===== src/hdl/golomb_rice_set_decoder_top_defines.svh =====
// assertion macros for the golomb-rice coded set decoder
// used by golomb_rice_set_decoder_top, expects clk and rst_n in scope
`ifndef GOLOMB_RICE_SET_DECODER_TOP_DEFINES_SVH
`define GOLOMB_RICE_SET_DECODER_TOP_DEFINES_SVH

`ifndef SYNTHESIS
// checked only out of reset
`define GRSD_ASSERT(lbl, prop, msg) \
    lbl: assert property (@(posedge clk) disable iff (!rst_n) prop) else $error(msg);
// checked on every edge, reset included
`define GRSD_ASSERT_RST(lbl, prop, msg) \
    lbl: assert property (@(posedge clk) prop) else $error(msg);
`else
`define GRSD_ASSERT(lbl, prop, msg)
`define GRSD_ASSERT_RST(lbl, prop, msg)
`endif

`endif


===== src/hdl/grsd_pkg.sv =====
// types and constants for the golomb-rice coded set decoder
// no dependencies
`timescale 1ns / 1ps
`default_nettype none

package grsd_pkg;

    typedef enum logic [1:0] {
        ST_IDLE,
        ST_BITS,
        ST_END
    } state_t;

    typedef enum logic [1:0] {
        PH_HEADER,
        PH_UNARY,
        PH_REMAIN
    } phase_t;

    localparam logic [1:0] KIND_HEADER = 2'd0;
    localparam logic [1:0] KIND_KEY    = 2'd1;
    localparam logic [1:0] KIND_OK     = 2'd2;
    localparam logic [1:0] KIND_ERR    = 2'd3;

    localparam int HEADER_BITS = 10;
    localparam int LOG_BITS    = 5;
    localparam int KEY_BITS    = 64;
    localparam int QUOT_BITS   = 32;

    typedef struct packed {
        logic [1:0]          kind;
        logic [KEY_BITS-1:0] key_value;
        logic [LOG_BITS-1:0] header_log_count;
        logic [LOG_BITS-1:0] header_log_p;
    } result_t;

endpackage

`default_nettype wire


===== src/hdl/grsd_in_if.sv =====
// input byte channel of the golomb-rice coded set decoder
// no dependencies
`timescale 1ns / 1ps
`default_nettype none

interface grsd_in_if;
    logic       valid;
    logic       ready;
    logic [7:0] data_byte;
    logic       last_byte;

    modport source (output valid, output data_byte, output last_byte, input ready);
    modport sink (input valid, input data_byte, input last_byte, output ready);
endinterface

`default_nettype wire


===== src/hdl/grsd_out_if.sv =====
// result channel of the golomb-rice coded set decoder
// no dependencies
`timescale 1ns / 1ps
`default_nettype none

interface grsd_out_if;
    logic        valid;
    logic        ready;
    logic [1:0]  kind;
    logic [63:0] key_value;
    logic [4:0]  header_log_count;
    logic [4:0]  header_log_p;
    logic        run_last;

    modport source (
        output valid, output kind, output key_value, output header_log_count,
        output header_log_p, output run_last, input ready
    );
    modport sink (
        input valid, input kind, input key_value, input header_log_count,
        input header_log_p, input run_last, output ready
    );
endinterface

`default_nettype wire


===== src/hdl/golomb_rice_set_decoder_top.sv =====
// golomb-rice coded set decoder, bit-serial over each input byte
// depends on grsd_pkg, grsd_in_if, grsd_out_if and golomb_rice_set_decoder_top_defines.svh
`timescale 1ns / 1ps
`default_nettype none
`include "golomb_rice_set_decoder_top_defines.svh"

// Decodes a digest byte stream: a 10-bit header (log count, log P), then Rice codewords
// whose deltas plus one are summed from all ones to give sorted 64-bit keys. Each byte is
// shifted through one bit per cycle unless a bit with a result must wait; after the bit
// steps an idle step hands over the held result and takes the next byte, and a final byte
// adds one end step that reports success or error. A result is held back one slot so
// that run_last can be set on the last result of its byte; a bit that produces a result
// waits while that slot is full and the output register is full and not being read.
module golomb_rice_set_decoder_top (
    input  wire logic  clk,
    input  wire logic  rst_n,
    grsd_in_if.sink    bytes,
    grsd_out_if.source results
);
    import grsd_pkg::*;

    state_t                state_reg, state_next;
    phase_t                phase_reg, phase_next, phase_step;
    logic [LOG_BITS-1:0]   bit_count_reg, bit_count_next, bit_count_step;
    logic [HEADER_BITS-1:0] header_shift_reg, header_shift_next, header_shift_step;
    logic [LOG_BITS-1:0]   log_p_reg, log_p_next, log_p_step;
    logic [LOG_BITS-1:0]   log_count_reg, log_count_next, log_count_step;
    logic [KEY_BITS-1:0]   delta_reg, delta_next, delta_step;
    logic [KEY_BITS-1:0]   prev_key_reg, prev_key_next, prev_key_step;
    logic                  started_reg, started_next, started_step;
    logic                  ended_key_reg, ended_key_next, ended_key_step;
    logic [1:0]            byte_index_reg, byte_index_next;
    logic [2:0]            bit_idx_reg, bit_idx_next;
    logic [7:0]            data_reg, data_next;
    logic                  last_reg, last_next;
    logic                  pend_valid_reg, pend_valid_next;
    result_t               pend_reg, pend_next;
    logic                  out_valid_reg, out_valid_next;
    result_t               out_reg, out_next;
    logic                  out_last_reg, out_last_next;

    logic                  bit_in;
    logic                  out_free;
    logic                  ev;
    result_t               ev_res;
    logic [KEY_BITS-1:0]   delta_in;
    logic [KEY_BITS-1:0]   key_sum;
    logic [HEADER_BITS-1:0] hs_new;
    logic [LOG_BITS-1:0]   bc_inc;
    logic                  push_en;
    result_t               push_res;
    logic                  flush_en;
    logic                  end_ok;
    logic                  blocked;

    assign bit_in   = data_reg[7];
    assign out_free = !out_valid_reg || results.ready;
    assign hs_new   = {header_shift_reg[HEADER_BITS-2:0], bit_in};
    assign bc_inc   = bit_count_reg + LOG_BITS'(1);
    // a remainder bit lands in the delta before the key add
    assign delta_in = (phase_reg == PH_REMAIN) ? {delta_reg[KEY_BITS-2:0], bit_in} : delta_reg;
    assign key_sum  = prev_key_reg + delta_in + KEY_BITS'(1);
    assign blocked  = pend_valid_reg && !out_free;
    assign end_ok   = (byte_index_reg >= 2'd2)
                      && (ended_key_reg || (phase_reg == PH_UNARY && started_reg));

    // work of one bit of the current byte
    always_comb
    begin
        phase_step        = phase_reg;
        bit_count_step    = bit_count_reg;
        header_shift_step = header_shift_reg;
        log_p_step        = log_p_reg;
        log_count_step    = log_count_reg;
        delta_step        = delta_reg;
        prev_key_step     = prev_key_reg;
        started_step      = started_reg;
        ended_key_step    = 1'b0;
        ev                = 1'b0;
        ev_res            = '0;
        unique case (phase_reg)
            PH_HEADER:
            begin
                header_shift_step = hs_new;
                bit_count_step    = bc_inc;
                if (bit_count_reg == LOG_BITS'(HEADER_BITS - 1))
                begin
                    log_count_step   = hs_new[HEADER_BITS-1:LOG_BITS];
                    log_p_step       = hs_new[LOG_BITS-1:0];
                    ev               = 1'b1;
                    ev_res.kind      = KIND_HEADER;
                    ev_res.header_log_count = hs_new[HEADER_BITS-1:LOG_BITS];
                    ev_res.header_log_p     = hs_new[LOG_BITS-1:0];
                    phase_step       = PH_UNARY;
                    delta_step       = '0;
                    bit_count_step   = '0;
                    started_step     = (bit_idx_reg != 3'd7);
                end
            end
            PH_UNARY:
            begin
                if (!bit_in)
                begin
                    // quotient wraps in its own 32 bits
                    delta_step = {delta_reg[KEY_BITS-1:QUOT_BITS],
                                  delta_reg[QUOT_BITS-1:0] + QUOT_BITS'(1)};
                end
                else if (log_p_reg != '0)
                begin
                    phase_step     = PH_REMAIN;
                    bit_count_step = '0;
                end
                else
                begin
                    ev = 1'b1;
                end
            end
            PH_REMAIN:
            begin
                delta_step     = delta_in;
                bit_count_step = bc_inc;
                if (bc_inc >= log_p_reg)
                begin
                    ev = 1'b1;
                end
            end
            default:
            begin
                phase_step = PH_HEADER;
            end
        endcase
        // key complete: add and restart the unary run
        if (ev && phase_reg != PH_HEADER)
        begin
            prev_key_step    = key_sum;
            ev_res.kind      = KIND_KEY;
            ev_res.key_value = key_sum;
            ev_res.header_log_count = log_count_reg;
            ev_res.header_log_p     = log_p_reg;
            ended_key_step   = 1'b1;
            phase_step       = PH_UNARY;
            delta_step       = '0;
            bit_count_step   = '0;
            started_step     = (bit_idx_reg != 3'd7);
        end
    end

    // sequencer, held result and output register
    always_comb
    begin
        state_next        = state_reg;
        phase_next        = phase_reg;
        bit_count_next    = bit_count_reg;
        header_shift_next = header_shift_reg;
        log_p_next        = log_p_reg;
        log_count_next    = log_count_reg;
        delta_next        = delta_reg;
        prev_key_next     = prev_key_reg;
        started_next      = started_reg;
        ended_key_next    = ended_key_reg;
        byte_index_next   = byte_index_reg;
        bit_idx_next      = bit_idx_reg;
        data_next         = data_reg;
        last_next         = last_reg;
        pend_valid_next   = pend_valid_reg;
        pend_next         = pend_reg;
        out_valid_next    = out_valid_reg && !results.ready;
        out_next          = out_reg;
        out_last_next     = out_last_reg;
        bytes.ready       = 1'b0;
        push_en           = 1'b0;
        push_res          = '0;
        flush_en          = 1'b0;
        unique case (state_reg)
            ST_IDLE:
            begin
                bytes.ready = !pend_valid_reg || out_free;
                flush_en    = pend_valid_reg && out_free;
                if (bytes.valid && bytes.ready)
                begin
                    data_next    = bytes.data_byte;
                    last_next    = bytes.last_byte;
                    bit_idx_next = '0;
                    started_next = 1'b0;
                    if (byte_index_reg != 2'd3)
                    begin
                        byte_index_next = byte_index_reg + 2'd1;
                    end
                    state_next = ST_BITS;
                end
            end
            ST_BITS:
            begin
                if (!(ev && blocked))
                begin
                    phase_next        = phase_step;
                    bit_count_next    = bit_count_step;
                    header_shift_next = header_shift_step;
                    log_p_next        = log_p_step;
                    log_count_next    = log_count_step;
                    delta_next        = delta_step;
                    prev_key_next     = prev_key_step;
                    started_next      = started_step;
                    ended_key_next    = ended_key_step;
                    data_next         = {data_reg[6:0], 1'b0};
                    bit_idx_next      = bit_idx_reg + 3'd1;
                    push_en           = ev;
                    push_res          = ev_res;
                    if (bit_idx_reg == 3'd7)
                    begin
                        state_next = last_reg ? ST_END : ST_IDLE;
                    end
                end
            end
            ST_END:
            begin
                if (!blocked)
                begin
                    push_en                   = 1'b1;
                    push_res.kind             = end_ok ? KIND_OK : KIND_ERR;
                    push_res.header_log_count = log_count_reg;
                    push_res.header_log_p     = log_p_reg;
                    phase_next        = PH_HEADER;
                    bit_count_next    = '0;
                    header_shift_next = '0;
                    log_p_next        = '0;
                    log_count_next    = '0;
                    delta_next        = '0;
                    prev_key_next     = '1;
                    started_next      = 1'b0;
                    ended_key_next    = 1'b0;
                    byte_index_next   = '0;
                    state_next        = ST_IDLE;
                end
            end
            default:
            begin
                state_next = ST_IDLE;
            end
        endcase
        // the held result is last of its byte only when handed over from idle
        if (flush_en)
        begin
            out_next        = pend_reg;
            out_last_next   = 1'b1;
            out_valid_next  = 1'b1;
            pend_valid_next = 1'b0;
        end
        if (push_en)
        begin
            if (pend_valid_reg)
            begin
                out_next       = pend_reg;
                out_last_next  = 1'b0;
                out_valid_next = 1'b1;
            end
            pend_next       = push_res;
            pend_valid_next = 1'b1;
        end
    end

    always_ff @(posedge clk or negedge rst_n)
    begin
        if (!rst_n)
        begin
            state_reg        <= ST_IDLE;
            phase_reg        <= PH_HEADER;
            bit_count_reg    <= '0;
            header_shift_reg <= '0;
            log_p_reg        <= '0;
            log_count_reg    <= '0;
            delta_reg        <= '0;
            prev_key_reg     <= '1;
            started_reg      <= 1'b0;
            ended_key_reg    <= 1'b0;
            byte_index_reg   <= '0;
            bit_idx_reg      <= '0;
            pend_valid_reg   <= 1'b0;
            out_valid_reg    <= 1'b0;
        end
        else
        begin
            state_reg        <= state_next;
            phase_reg        <= phase_next;
            bit_count_reg    <= bit_count_next;
            header_shift_reg <= header_shift_next;
            log_p_reg        <= log_p_next;
            log_count_reg    <= log_count_next;
            delta_reg        <= delta_next;
            prev_key_reg     <= prev_key_next;
            started_reg      <= started_next;
            ended_key_reg    <= ended_key_next;
            byte_index_reg   <= byte_index_next;
            bit_idx_reg      <= bit_idx_next;
            pend_valid_reg   <= pend_valid_next;
            out_valid_reg    <= out_valid_next;
        end
    end

    always_ff @(posedge clk)
    begin
        data_reg     <= data_next;
        last_reg     <= last_next;
        pend_reg     <= pend_next;
        out_reg      <= out_next;
        out_last_reg <= out_last_next;
    end

    assign results.valid            = out_valid_reg;
    assign results.kind             = out_reg.kind;
    assign results.key_value        = out_reg.key_value;
    assign results.header_log_count = out_reg.header_log_count;
    assign results.header_log_p     = out_reg.header_log_p;
    assign results.run_last         = out_last_reg;

    `GRSD_ASSERT(a_key_zero, results.valid && results.kind != KIND_KEY |-> results.key_value == 64'd0, "key_value set on a result that is not a key")
    `GRSD_ASSERT(a_end_last, results.valid && (results.kind == KIND_OK || results.kind == KIND_ERR) |-> results.run_last, "end result not marked last of its byte")
    `GRSD_ASSERT(a_ready_idle, bytes.ready |-> state_reg == ST_IDLE, "byte taken outside idle")
    `GRSD_ASSERT(a_end_clear, state_reg == ST_END && !blocked |=> phase_reg == PH_HEADER && prev_key_reg == '1, "digest state not cleared after end")
    `GRSD_ASSERT_RST(a_rst_quiet, !rst_n |=> !out_valid_reg && !pend_valid_reg, "result pending during reset")

endmodule

`default_nettype wire

===== src/flat_wrapper.sv =====
// flat-port wrapper written by rule: the top's interface ports become plain ports
module golomb_rice_set_decoder_top_flat import grsd_pkg::*;
  (clk, rst_n, bytes_valid, bytes_data_byte, bytes_last_byte, bytes_ready, results_valid, results_kind, results_key_value, results_header_log_count, results_header_log_p, results_run_last, results_ready);
  grsd_in_if bytes_i ();
  grsd_out_if results_i ();
  input  wire logic clk;
  input  wire logic rst_n;
  input wire logic [$bits(bytes_i.valid)-1:0] bytes_valid;
  input wire logic [$bits(bytes_i.data_byte)-1:0] bytes_data_byte;
  input wire logic [$bits(bytes_i.last_byte)-1:0] bytes_last_byte;
  output wire logic [$bits(bytes_i.ready)-1:0] bytes_ready;
  output wire logic [$bits(results_i.valid)-1:0] results_valid;
  output wire logic [$bits(results_i.kind)-1:0] results_kind;
  output wire logic [$bits(results_i.key_value)-1:0] results_key_value;
  output wire logic [$bits(results_i.header_log_count)-1:0] results_header_log_count;
  output wire logic [$bits(results_i.header_log_p)-1:0] results_header_log_p;
  output wire logic [$bits(results_i.run_last)-1:0] results_run_last;
  input wire logic [$bits(results_i.ready)-1:0] results_ready;
  assign bytes_i.valid = bytes_valid;
  assign bytes_i.data_byte = bytes_data_byte;
  assign bytes_i.last_byte = bytes_last_byte;
  assign bytes_ready = bytes_i.ready;
  assign results_valid = results_i.valid;
  assign results_kind = results_i.kind;
  assign results_key_value = results_i.key_value;
  assign results_header_log_count = results_i.header_log_count;
  assign results_header_log_p = results_i.header_log_p;
  assign results_run_last = results_i.run_last;
  assign results_i.ready = results_ready;
  golomb_rice_set_decoder_top u_core (.clk(clk), .rst_n(rst_n), .bytes(bytes_i), .results(results_i));
endmodule

===== config.mk =====
export PLATFORM = sky130hd
export DESIGN_NAME = golomb_rice_set_decoder_top_flat
export DESIGN_NICKNAME = d
export VERILOG_FILES = /design/src/hdl/grsd_pkg.sv /design/src/hdl/grsd_in_if.sv /design/src/hdl/grsd_out_if.sv /design/src/hdl/golomb_rice_set_decoder_top.sv /design/src/flat_wrapper.sv
export VERILOG_INCLUDE_DIRS = /design/src /design/src/hdl
export SDC_FILE = /design/constraint.sdc
export NUM_CORES = 1
export LEC_CHECK = 0
export ABC_CLOCK_PERIOD_IN_PS = 23000
export BUFFER_PORTS_ARGS = -buffer_cell sky130_fd_sc_hd__buf_2
export CAP_MARGIN = 20
export CORE_MARGIN = 1.5
export CORE_UTILIZATION = 40
export CTS_CLUSTER_DIAMETER = 80
export DETAILED_ROUTE_END_ITERATION = 16
export PLACE_DENSITY = 0.62
export SKIP_LAST_GASP = 1
export SLEW_MARGIN = 20
export SYNTH_ARGS = -nofsm -noshare
export SYNTH_HDL_FRONTEND = slang
export SYNTH_SLANG_ARGS = --single-unit
export TNS_END_PERCENT = 30

===== constraint.sdc =====
create_clock -name clk -period 23 [get_ports clk]
set_input_delay 0 -clock clk [delete_from_list [all_inputs] [get_ports clk]]
set_output_delay 0 -clock clk [all_outputs]
set_load 0.05 [all_outputs]

==> metrics.yaml, run 1 <==
clocking:
  cts_tree: "built"
  cts_buffers: 38
  cts_setup_buffers: 0
  worstSkewPairLatency_ns: 0.56
  h-tree-depth: 2
  cts-root-buf: "clkbuf_16"
  clkTransAtPathRegs_ns: 0.06
  clockBufferDepth: 3
  cts_sinks: 327
sta:
  hold_slack_ns: 0.145
  slew_viol_final: 0
  period_share_pct: 26.2
  rsz0062_at_grt: "false"
  layout_min_cycle_time_ns: 6.04
  fmax_mhz: 166
  setup_viol: 0
  setup_ws_ns: 16.96
  setup_tns_ns: 0
  max_slew_margin_pct: 24.0
  fin_worst_skew_ns: 0.0182
  hold_viol_final: 0
  tightest_slew_ns: 1.11
grt:
  grt_pass1_vias: 13099
  antenna_found_initial: 0
  grt-ovfl-total: 0
  track_usage_pct: 18.4
  grt_pass1_wl_mm: 69.4
  grt_max_degree: 95
layout:
  drive_above_1_share_pct: 16.6
  antenna_cells: 0
  area_growth_pct: 12.8
  nets: 1976
synthesis:
  netlist_instances: 1830
  ys.flop_type: "edfxtp_1"
  ys_seq_elements: 327
  synth-edff-count: 161
  synth_warnings: 0
  netlist_area_um2: 18100
  synthArstFlopShare_pct: 50.5
  synth-seq-area-share_pct: 50.1
  avgSynthCellArea_um2: 9.89
  synth_cell_types: 83
  syn-num-nets: 1928
placed_design:
  pre_cts_ws_ns: 17.12
  place.gp.congestion: 0.914
  port_buffers: 91
  hpwl_mm: 27.9
run_status:
  status: "finished, final reports clean"
critical_path:
  cpMaxStageDelayCell: "buf_4"
  startpoint: "u_core.phase_reg[0]$_DFFE_PN0P_"
  cp_max_fo: 63
  start_kind: "register"
  cp.required_ns: 23.27
  r2r_cells: 15
  cp_top_family: "compound AO/OA/AOI/OAI gates"
  reg2reg_from: "u_core.phase_reg[0]$_DFFE_PN0P_"
  end_kind: "register"
  crit_path_max_incr_delay_ns: 0.70
  worst-setup-path-type: "register to register"
  path_cells: "inv_1 -> ha_4 -> buf_4 -> mux2_2 -> ha_1 -> o211ai_1 -> a21oi_1 -> o41ai_2 -> a31oi_1 -> a311oi_1 -> a31oi_1 -> a21oi_1 -> o211ai_1 -> xnor2_1 -> nor2_1"
  r2r_end: "u_core.pend_reg[68]$_SDFFCE_PP0N_"
  crit_buf_inv: 2
  r2r_slack_ns: 16.96
  cp_data_arrival_time_ns: 6.31
pwr:
  p_seq_share_pct: 37.0
  switchingPower_w: 0.000926
  leakage_nw: 8.49
  vdd_ir_drop_max_uv: 53.6
  power_w: 0.00232
  power.density_nw_per_um2: 113
  p_comb_share_pct: 36.8
  switching_share_pct: 40.0
  p_clk_share_pct: 26.2
  p_int_w: 0.00139
floorplanning:
  pin_count: 92
  initial_core_util_pct: 40.8
  fp.dieH_um: 216
  die_area_um2: 46500
  coreArea_um2: 44400
  chipWidth_um: 216
  num_rows: 77
min_path:
  hold_path_class: "input pin to async pin"
drt:
  viasPerCell: 5.43
  dr.pass1.iters: 7
  drtAntennaViolNets: 0
  first_iter_violations: 859
  dr_total_vias: 13571
  wl_per_cell_um: 17.0
  drt_wl_total_mm: 42.5
  drcViolationCount: 0
job:
  maxCapViolations: 0
## layout make-up
class,instances,area (um2)
Timing Repair Buffer,115,676
Inverter,52,195
Fill cell,4160,24000
Clock inverter,23,204
Tap cell,592,741
Sequential cell,327,9060
Clock buffer,47,1060
Multi-Input combinational cell,1344,8480
## stage by stage
| step | cell area (um2) | utilization [%] | instances |
|---|---|---|---|
| finish | 20400 | 46.0 | 2500 |
| global route | 20400 | 46.0 | 2500 |
| CTS | 20400 | 46.0 | 2500 |
| detailed placement | 19000 | 42.9 | 2418 |
| global placement | 19000 | 42.9 | 2418 |
| floorplan | 18100 | - | 1830 |
## cells by family (layout without fill, tap and decap cells)
family,after synthesis,count (layout),synth area share (%)
flip-flops,327,327,50.1
XOR/XNOR,77,77,3.80
multiplexers,63,63,3.90
buffers and inverters,159,237,3.39
AO/OA/AOI/OAI,490,490,16.8
adder cells (fa/ha/maj),85,85,5.92
AND/OR/NAND/NOR,629,629,16.1
## per-layer routing
metal	vias to the layer above	wire [um]	global-route usage [%]
met3	69	2270	3.48
met4	0	898	5.03
li1	6640	-	-
met5	-	0	0
met1	6489	20500	26.4
met2	373	18800	28.4
## repair_timing
| item | 4_1_cts | 5_1_grt |
|---|---|---|
| hold buffers | 12 | 0 |
| gates resized for setup | 0 | 0 |
| endpoints found under the hold margin | 59 | 0 |
## power by group through the flow
stage	clock network [W]	registers [W]	logic [W]
6_report	0.000607	0.000857	0.000851
5_1_grt	0.000651	0.000872	0.000944
4_1_cts	0.000627	0.000858	0.000851
3_5_place_dp	0	0.000866	0.000847
3_3_place_gp	0	0.000864	0.000835
2_1_floorplan	0	0.000939	0.000557
## how the worst max path moves through the flow
stage / to / cells after the start
2_1_floorplan: register / 12
3_3_place_gp: u_core.pend_reg[66]$_SDFFCE_PP0N_ / 15
3_5_place_dp: u_core.pend_reg[66]$_SDFFCE_PP0N_ / 15
4_1_cts: u_core.pend_reg[66]$_SDFFCE_PP0N_ / 15
5_1_grt: u_core.pend_reg[68]$_SDFFCE_PP0N_ / 15
6_report: u_core.pend_reg[68]$_SDFFCE_PP0N_ / 15
## cell usage in the layout, fill, tap and decap left out, drive strengths merged, types with 4 or more instances in the layout
cell and count:
a22o 11, o31ai 19, or3 6, inv 54
o41ai 4, a211oi 4, mux2 60, o21ai 159
dfrtp 101, a21o 40, nor4 9, nor3 10
clkbuf 47, and4 4, nor2b 7, a32oi 9
nand3 48, clkinv 18, a31oi 43, xor2 32
dlygate4sd3 12, buf 103, and3 9, nor2 195
nand2 209, o21bai 10, nand4 15, ha 84
or2 6, xnor2 44, a21boi 5, o211ai 13
nand2b 15, edfxtp 161, and2 86, a21oi 121
o21a 7, dfstp 64, a22oi 15
## cell usage after synthesis (4+ instances only)
library cell | number | share of area (%)
o21a_1 | 7 | 0.29
buf_2 | 12 | 0.33
a21oi_1 | 121 | 3.3
and4_1 | 4 | 0.19
o31ai_1 | 18 | 0.75
nor2_1 | 194 | 4.0
nor4_1 | 7 | 0.24
edfxtp_1 | 161 | 27
a22o_1 | 11 | 0.53
nor2b_1 | 7 | 0.24
mux2_2 | 60 | 3.7
o211ai_1 | 13 | 0.54
ha_1 | 84 | 5.8
nand4_1 | 15 | 0.52
a211oi_1 | 4 | 0.17
nand2_1 | 209 | 4.3
a22oi_1 | 15 | 0.62
clkbuf_1 | 81 | 1.7
dfstp_2 | 64 | 9.3
o21bai_1 | 10 | 0.41
a21boi_0 | 4 | 0.17
buf_1 | 13 | 0.27
a32oi_1 | 9 | 0.44
inv_1 | 51 | 1.1
a21o_1 | 40 | 1.7
o21ai_0 | 157 | 4.3
dfrtp_1 | 101 | 14
nor3_1 | 9 | 0.25
a31oi_1 | 43 | 1.5
xor2_1 | 32 | 1.5
nand2b_1 | 15 | 0.52
nand3_1 | 48 | 1.3
or2_2 | 5 | 0.17
and3_1 | 9 | 0.31
xnor2_1 | 44 | 2.1
and2_1 | 84 | 2.9
or3_1 | 6 | 0.21
Note: power is estimated with default switching activity, not from simulation.
==> run 2: changes to the inputs <==
Settings changed: ABC_AREA from default to 1, ABC_CLOCK_PERIOD_IN_PS 23000 to 5200, PLACE_DENSITY 0.62 to 0.64.
Clock period 23 ns to 5.2 ns, I/O delays scaled along.
==> metrics.yaml, run 2 <==
synthesis:
  avgSynthCellArea_um2: 7.20  # -27%
  yosysTopAreaCell: "edfxtp_1"
  yosys.area.top_type_share_pct: 22.8  # -3.9 points
  netlist_area_um2: 21200  # +17%
  netlist_instances: 2945  # +61%
  synth_area_leaders: "edfxtp_1 (23%), nand2_1 (18%), dfrtp_1 (12%), dfstp_2 (7.9%), inv_1 (7.4%)"
  synthArstFlopShare_pct: 50.5  # unchanged
  synth-seq-area-share_pct: 42.7  # -7.3 points
  yosysMostFrequentCell: "nand2_1"
  synth_common_cells: "nand2_1 (1040), inv_1 (416), nor2_1 (248)"
  synth_cell_types: 42  # -49%
  synth-edff-count: 161  # unchanged
  ys_seq_elements: 327  # unchanged
  syn-num-nets: 3043  # +58%
  synth_warnings: 0  # unchanged
  ys.flop_type: "edfxtp_1"
drt:
  dr.pass1.iters: 6  # -1
  wl_per_cell_um: 17.0  # +0.11%
  drcViolationCount: 0  # unchanged
  first_iter_violations: 1550  # +80%
  dr_total_vias: 18962  # +40%
  drt_wl_total_mm: 63.7  # +50%
  viasPerCell: 5.07  # -6.7%
  drtAntennaViolNets: 0  # unchanged
clocking:
  worstSkewPairLatency_ns: 0.57  # about the same
  clockBufferDepth: 3  # unchanged
  cts_sinks: 327  # unchanged
  cts-root-buf: "clkbuf_16"
  h-tree-depth: 2  # unchanged
  cts_tree: "built"
  cts_buffers: 38  # unchanged
  clkTransAtPathRegs_ns: 0.07  # about the same
  cts_resized: 0  # unchanged
  cts_setup_buffers: 0  # unchanged
critical_path:
  crit_path_max_incr_delay_ns: 0.45  # -0.25 ns
  cp_max_fo: 49  # -22%
  r2r_slack_ns: 1.31  # -15.65 ns
  cp_data_arrival_time_ns: 4.36  # -1.95 ns
  reg2reg_from: "u_core.phase_reg[0]$_DFFE_PN0P_"
  r2r_end: "u_core.prev_key_reg[43]$_DFFE_PN1P_"
  crit_top_cell: "nand2_1"
  start_kind: "register"
  worst-setup-path-type: "register to register"
  cpMaxStageDelayCell: "dfrtp_1"
  end_kind: "register"
  cp.required_ns: 5.67  # -17.60 ns
  path_cells: "inv_1 -> ha_4 -> buf_12 -> buf_4 -> o21ai_0 -> ha_1 -> nand2_1 -> nor2_1 -> nand2_1 -> a21oi_1 -> nor2_1 -> nand2_1 -> nand2_1 -> nand3_1 -> nand3_1 -> nand2_1 -> nand2_1"
  r2r_cells: 17  # +2
run_status:
  failed_checks: "negative hold slack"
  status: "finished, violations left"
layout:
  utilization_pct: 45.4  # -0.55 points
  final_common_cell: "nand2_1"
  area_growth_pct: 12.4
  final_cell_mix: "nand2_1 (1039), inv_1 (415), nor2_1 (248)"
  drive_above_1_share_pct: 9.43  # -7.2 points
  nets: 3122  # +58%
  fill_cells: 5321  # +28%
  antenna_cells: 0  # unchanged
grt:
  grt_pass1_wl_mm: 99.5  # +43%
  grt_max_degree: 96  # +1.1%
  grt_pass1_vias: 17883  # +37%
  track_usage_pct: 23.5  # +5.1 points
  antenna_found_initial: 0  # unchanged
  grt-ovfl-total: 0  # unchanged
floorplanning:
  fp.dieH_um: 233  # +8.1%
  die_area_um2: 54400  # +17%
  pin_count: 92  # unchanged
  num_rows: 84  # +9.1%
  chipWidth_um: 233  # +8.1%
  initial_core_util_pct: 40.4  # -0.33 points
  coreArea_um2: 52400  # +18%
sta:
  fmax_mhz: 257  # +55%
  tightest_slew_ns: 0.920  # -0.191 ns
  layout_min_cycle_time_ns: 3.89  # -2.15 ns
  slew_viol_final: 0  # unchanged
  max_slew_margin_pct: 38.4  # +14 points
  hold_slack_ns: -0.0131  # -0.158 ns
  setup_tns_ns: 0  # unchanged
  period_share_pct: 74.7  # +48 points
  hold_viol_final: 2  # +2
  rsz0062_at_grt: "false"
  setup_viol: 0  # unchanged
  fin_worst_skew_ns: 0.0248  # +0.00665 ns
  setup_ws_ns: 1.31  # -15.65 ns
placed_design:
  pre_cts_ws_ns: 1.40  # -15.72 ns
  hpwl_mm: 48.2  # +73%
  port_buffers: 91  # unchanged
  place.gp.congestion: 0.991  # +8.4%
pwr:
  power_w: 0.0115  # +400%
  switchingPower_w: 0.00503  # +440%
  power.density_nw_per_um2: 483  # +330%
  p_int_w: 0.00648  # +370%
  switching_share_pct: 43.7  # +3.7 points
  vdd_ir_drop_max_uv: 361  # +570%
  p_seq_share_pct: 34.2  # -2.8 points
  p_comb_share_pct: 40.6  # +3.8 points
  p_clk_share_pct: 25.3  # -0.9 points
  leakage_nw: 11.6  # +37%
job:
  maxCapViolations: 0  # unchanged
min_path:
  hold_path_class: "input pin to async pin"
[run 2: cells by family after synthesis]
family	count (synthesis)	share of synthesized area, %
xor gates and xnor gates	39	1.61
adders and majority gates	85	5.05
DFF	327	42.7
AOI/OAI and AO/OA	418	11.2
and+or+nand+nor	1560	29.8
buffers and inverters	516	9.56
[run 2: repair_timing]
item / 4_1_cts / 5_1_grt
endpoints found under the setup margin: 0 / 0
hold endpoints to repair: 84 / 0
hold buffers: 12 / 0
[run 2: power groups by stage]
| stage | Sequential (W) | Combinational, W | Clock [W] |
|---|---|---|---|
| 2_1_floorplan | 0.00448 | 0.00282 | 0 |
| 3_3_place_gp | 0.00397 | 0.00464 | 0 |
| 3_5_place_dp | 0.00397 | 0.00465 | 0 |
| 5_1_grt | 0.00399 | 0.00516 | 0.00306 |
| 4_1_cts | 0.00393 | 0.00467 | 0.00296 |
| 6_report | 0.00393 | 0.00467 | 0.00291 |
[run 2: worst max-delay path, delay by kind of cell (launching register included)]
kind	cells	cell delay, ns
AOI/OAI and AO/OA	2	0.41
adders and majority gates	2	0.67
buffers and inverters	3	0.75
DFF	1	0.45
and+or+nand+nor	10	1.43
[run 2: cell type report]
| cell class | count | area (um2) | area share [%] |
|---|---|---|---|
| Clock buffer | 49 | 1070 | 4.51 |
| Clock inverter | 21 | 283 | 1.19 |
| Inverter | 427 | 1600 | 6.73 |
| Multi-Input combinational cell | 2102 | 10100 | 42.6 |
| Sequential cell | 327 | 9060 | 38.0 |
| Tap cell | 688 | 861 | 3.61 |
| Timing Repair Buffer | 128 | 795 | 3.34 |
[run 2: per-layer routing]
| metal | part of all wire [%] | up-vias | wire (um) | global-route usage [%] |
|---|---|---|---|---|
| met3 | 5.3 | 129 | 3390 | 2.99 |
| li1 | - | 9561 | - | - |
| met5 | 0 | - | 0 | 0 |
| met4 | 3.8 | 0 | 2430 | 9.05 |
| met2 | 46 | 544 | 29500 | 39.0 |
| met1 | 45 | 8728 | 28400 | 31.2 |
[run 2: worst max path at each step]
stage / from / end / slack, ns / cells past startpoint
finish: u_core.phase_reg[0]$_DFFE_PN0P_ / u_core.prev_key_reg[43]$_DFFE_PN1P_ / 1.31 / 17
global route: u_core.phase_reg[0]$_DFFE_PN0P_ / u_core.pend_reg[55]$_SDFFCE_PP0N_ / 1.02 / 16
CTS: u_core.phase_reg[0]$_DFFE_PN0P_ / u_core.pend_reg[55]$_SDFFCE_PP0N_ / 1.37 / 16
detailed placement: u_core.phase_reg[0]$_DFFE_PN0P_ / u_core.pend_reg[55]$_SDFFCE_PP0N_ / 1.40 / 16
global placement: u_core.phase_reg[0]$_DFFE_PN0P_ / u_core.pend_reg[50]$_SDFFCE_PP0N_ / 1.41 / 16
floorplan: u_core.bit_count_reg[0]$_DFFE_PN0P_ / register / 0.58 / 18
[run 2: through the flow]
step | cell area, um2 | instances
floorplan | 21200 | 2945
finish | 23800 | 3742
global route | 23800 | 3742
global placement | 22300 | 3660
detailed placement | 22300 | 3660
CTS | 23800 | 3742
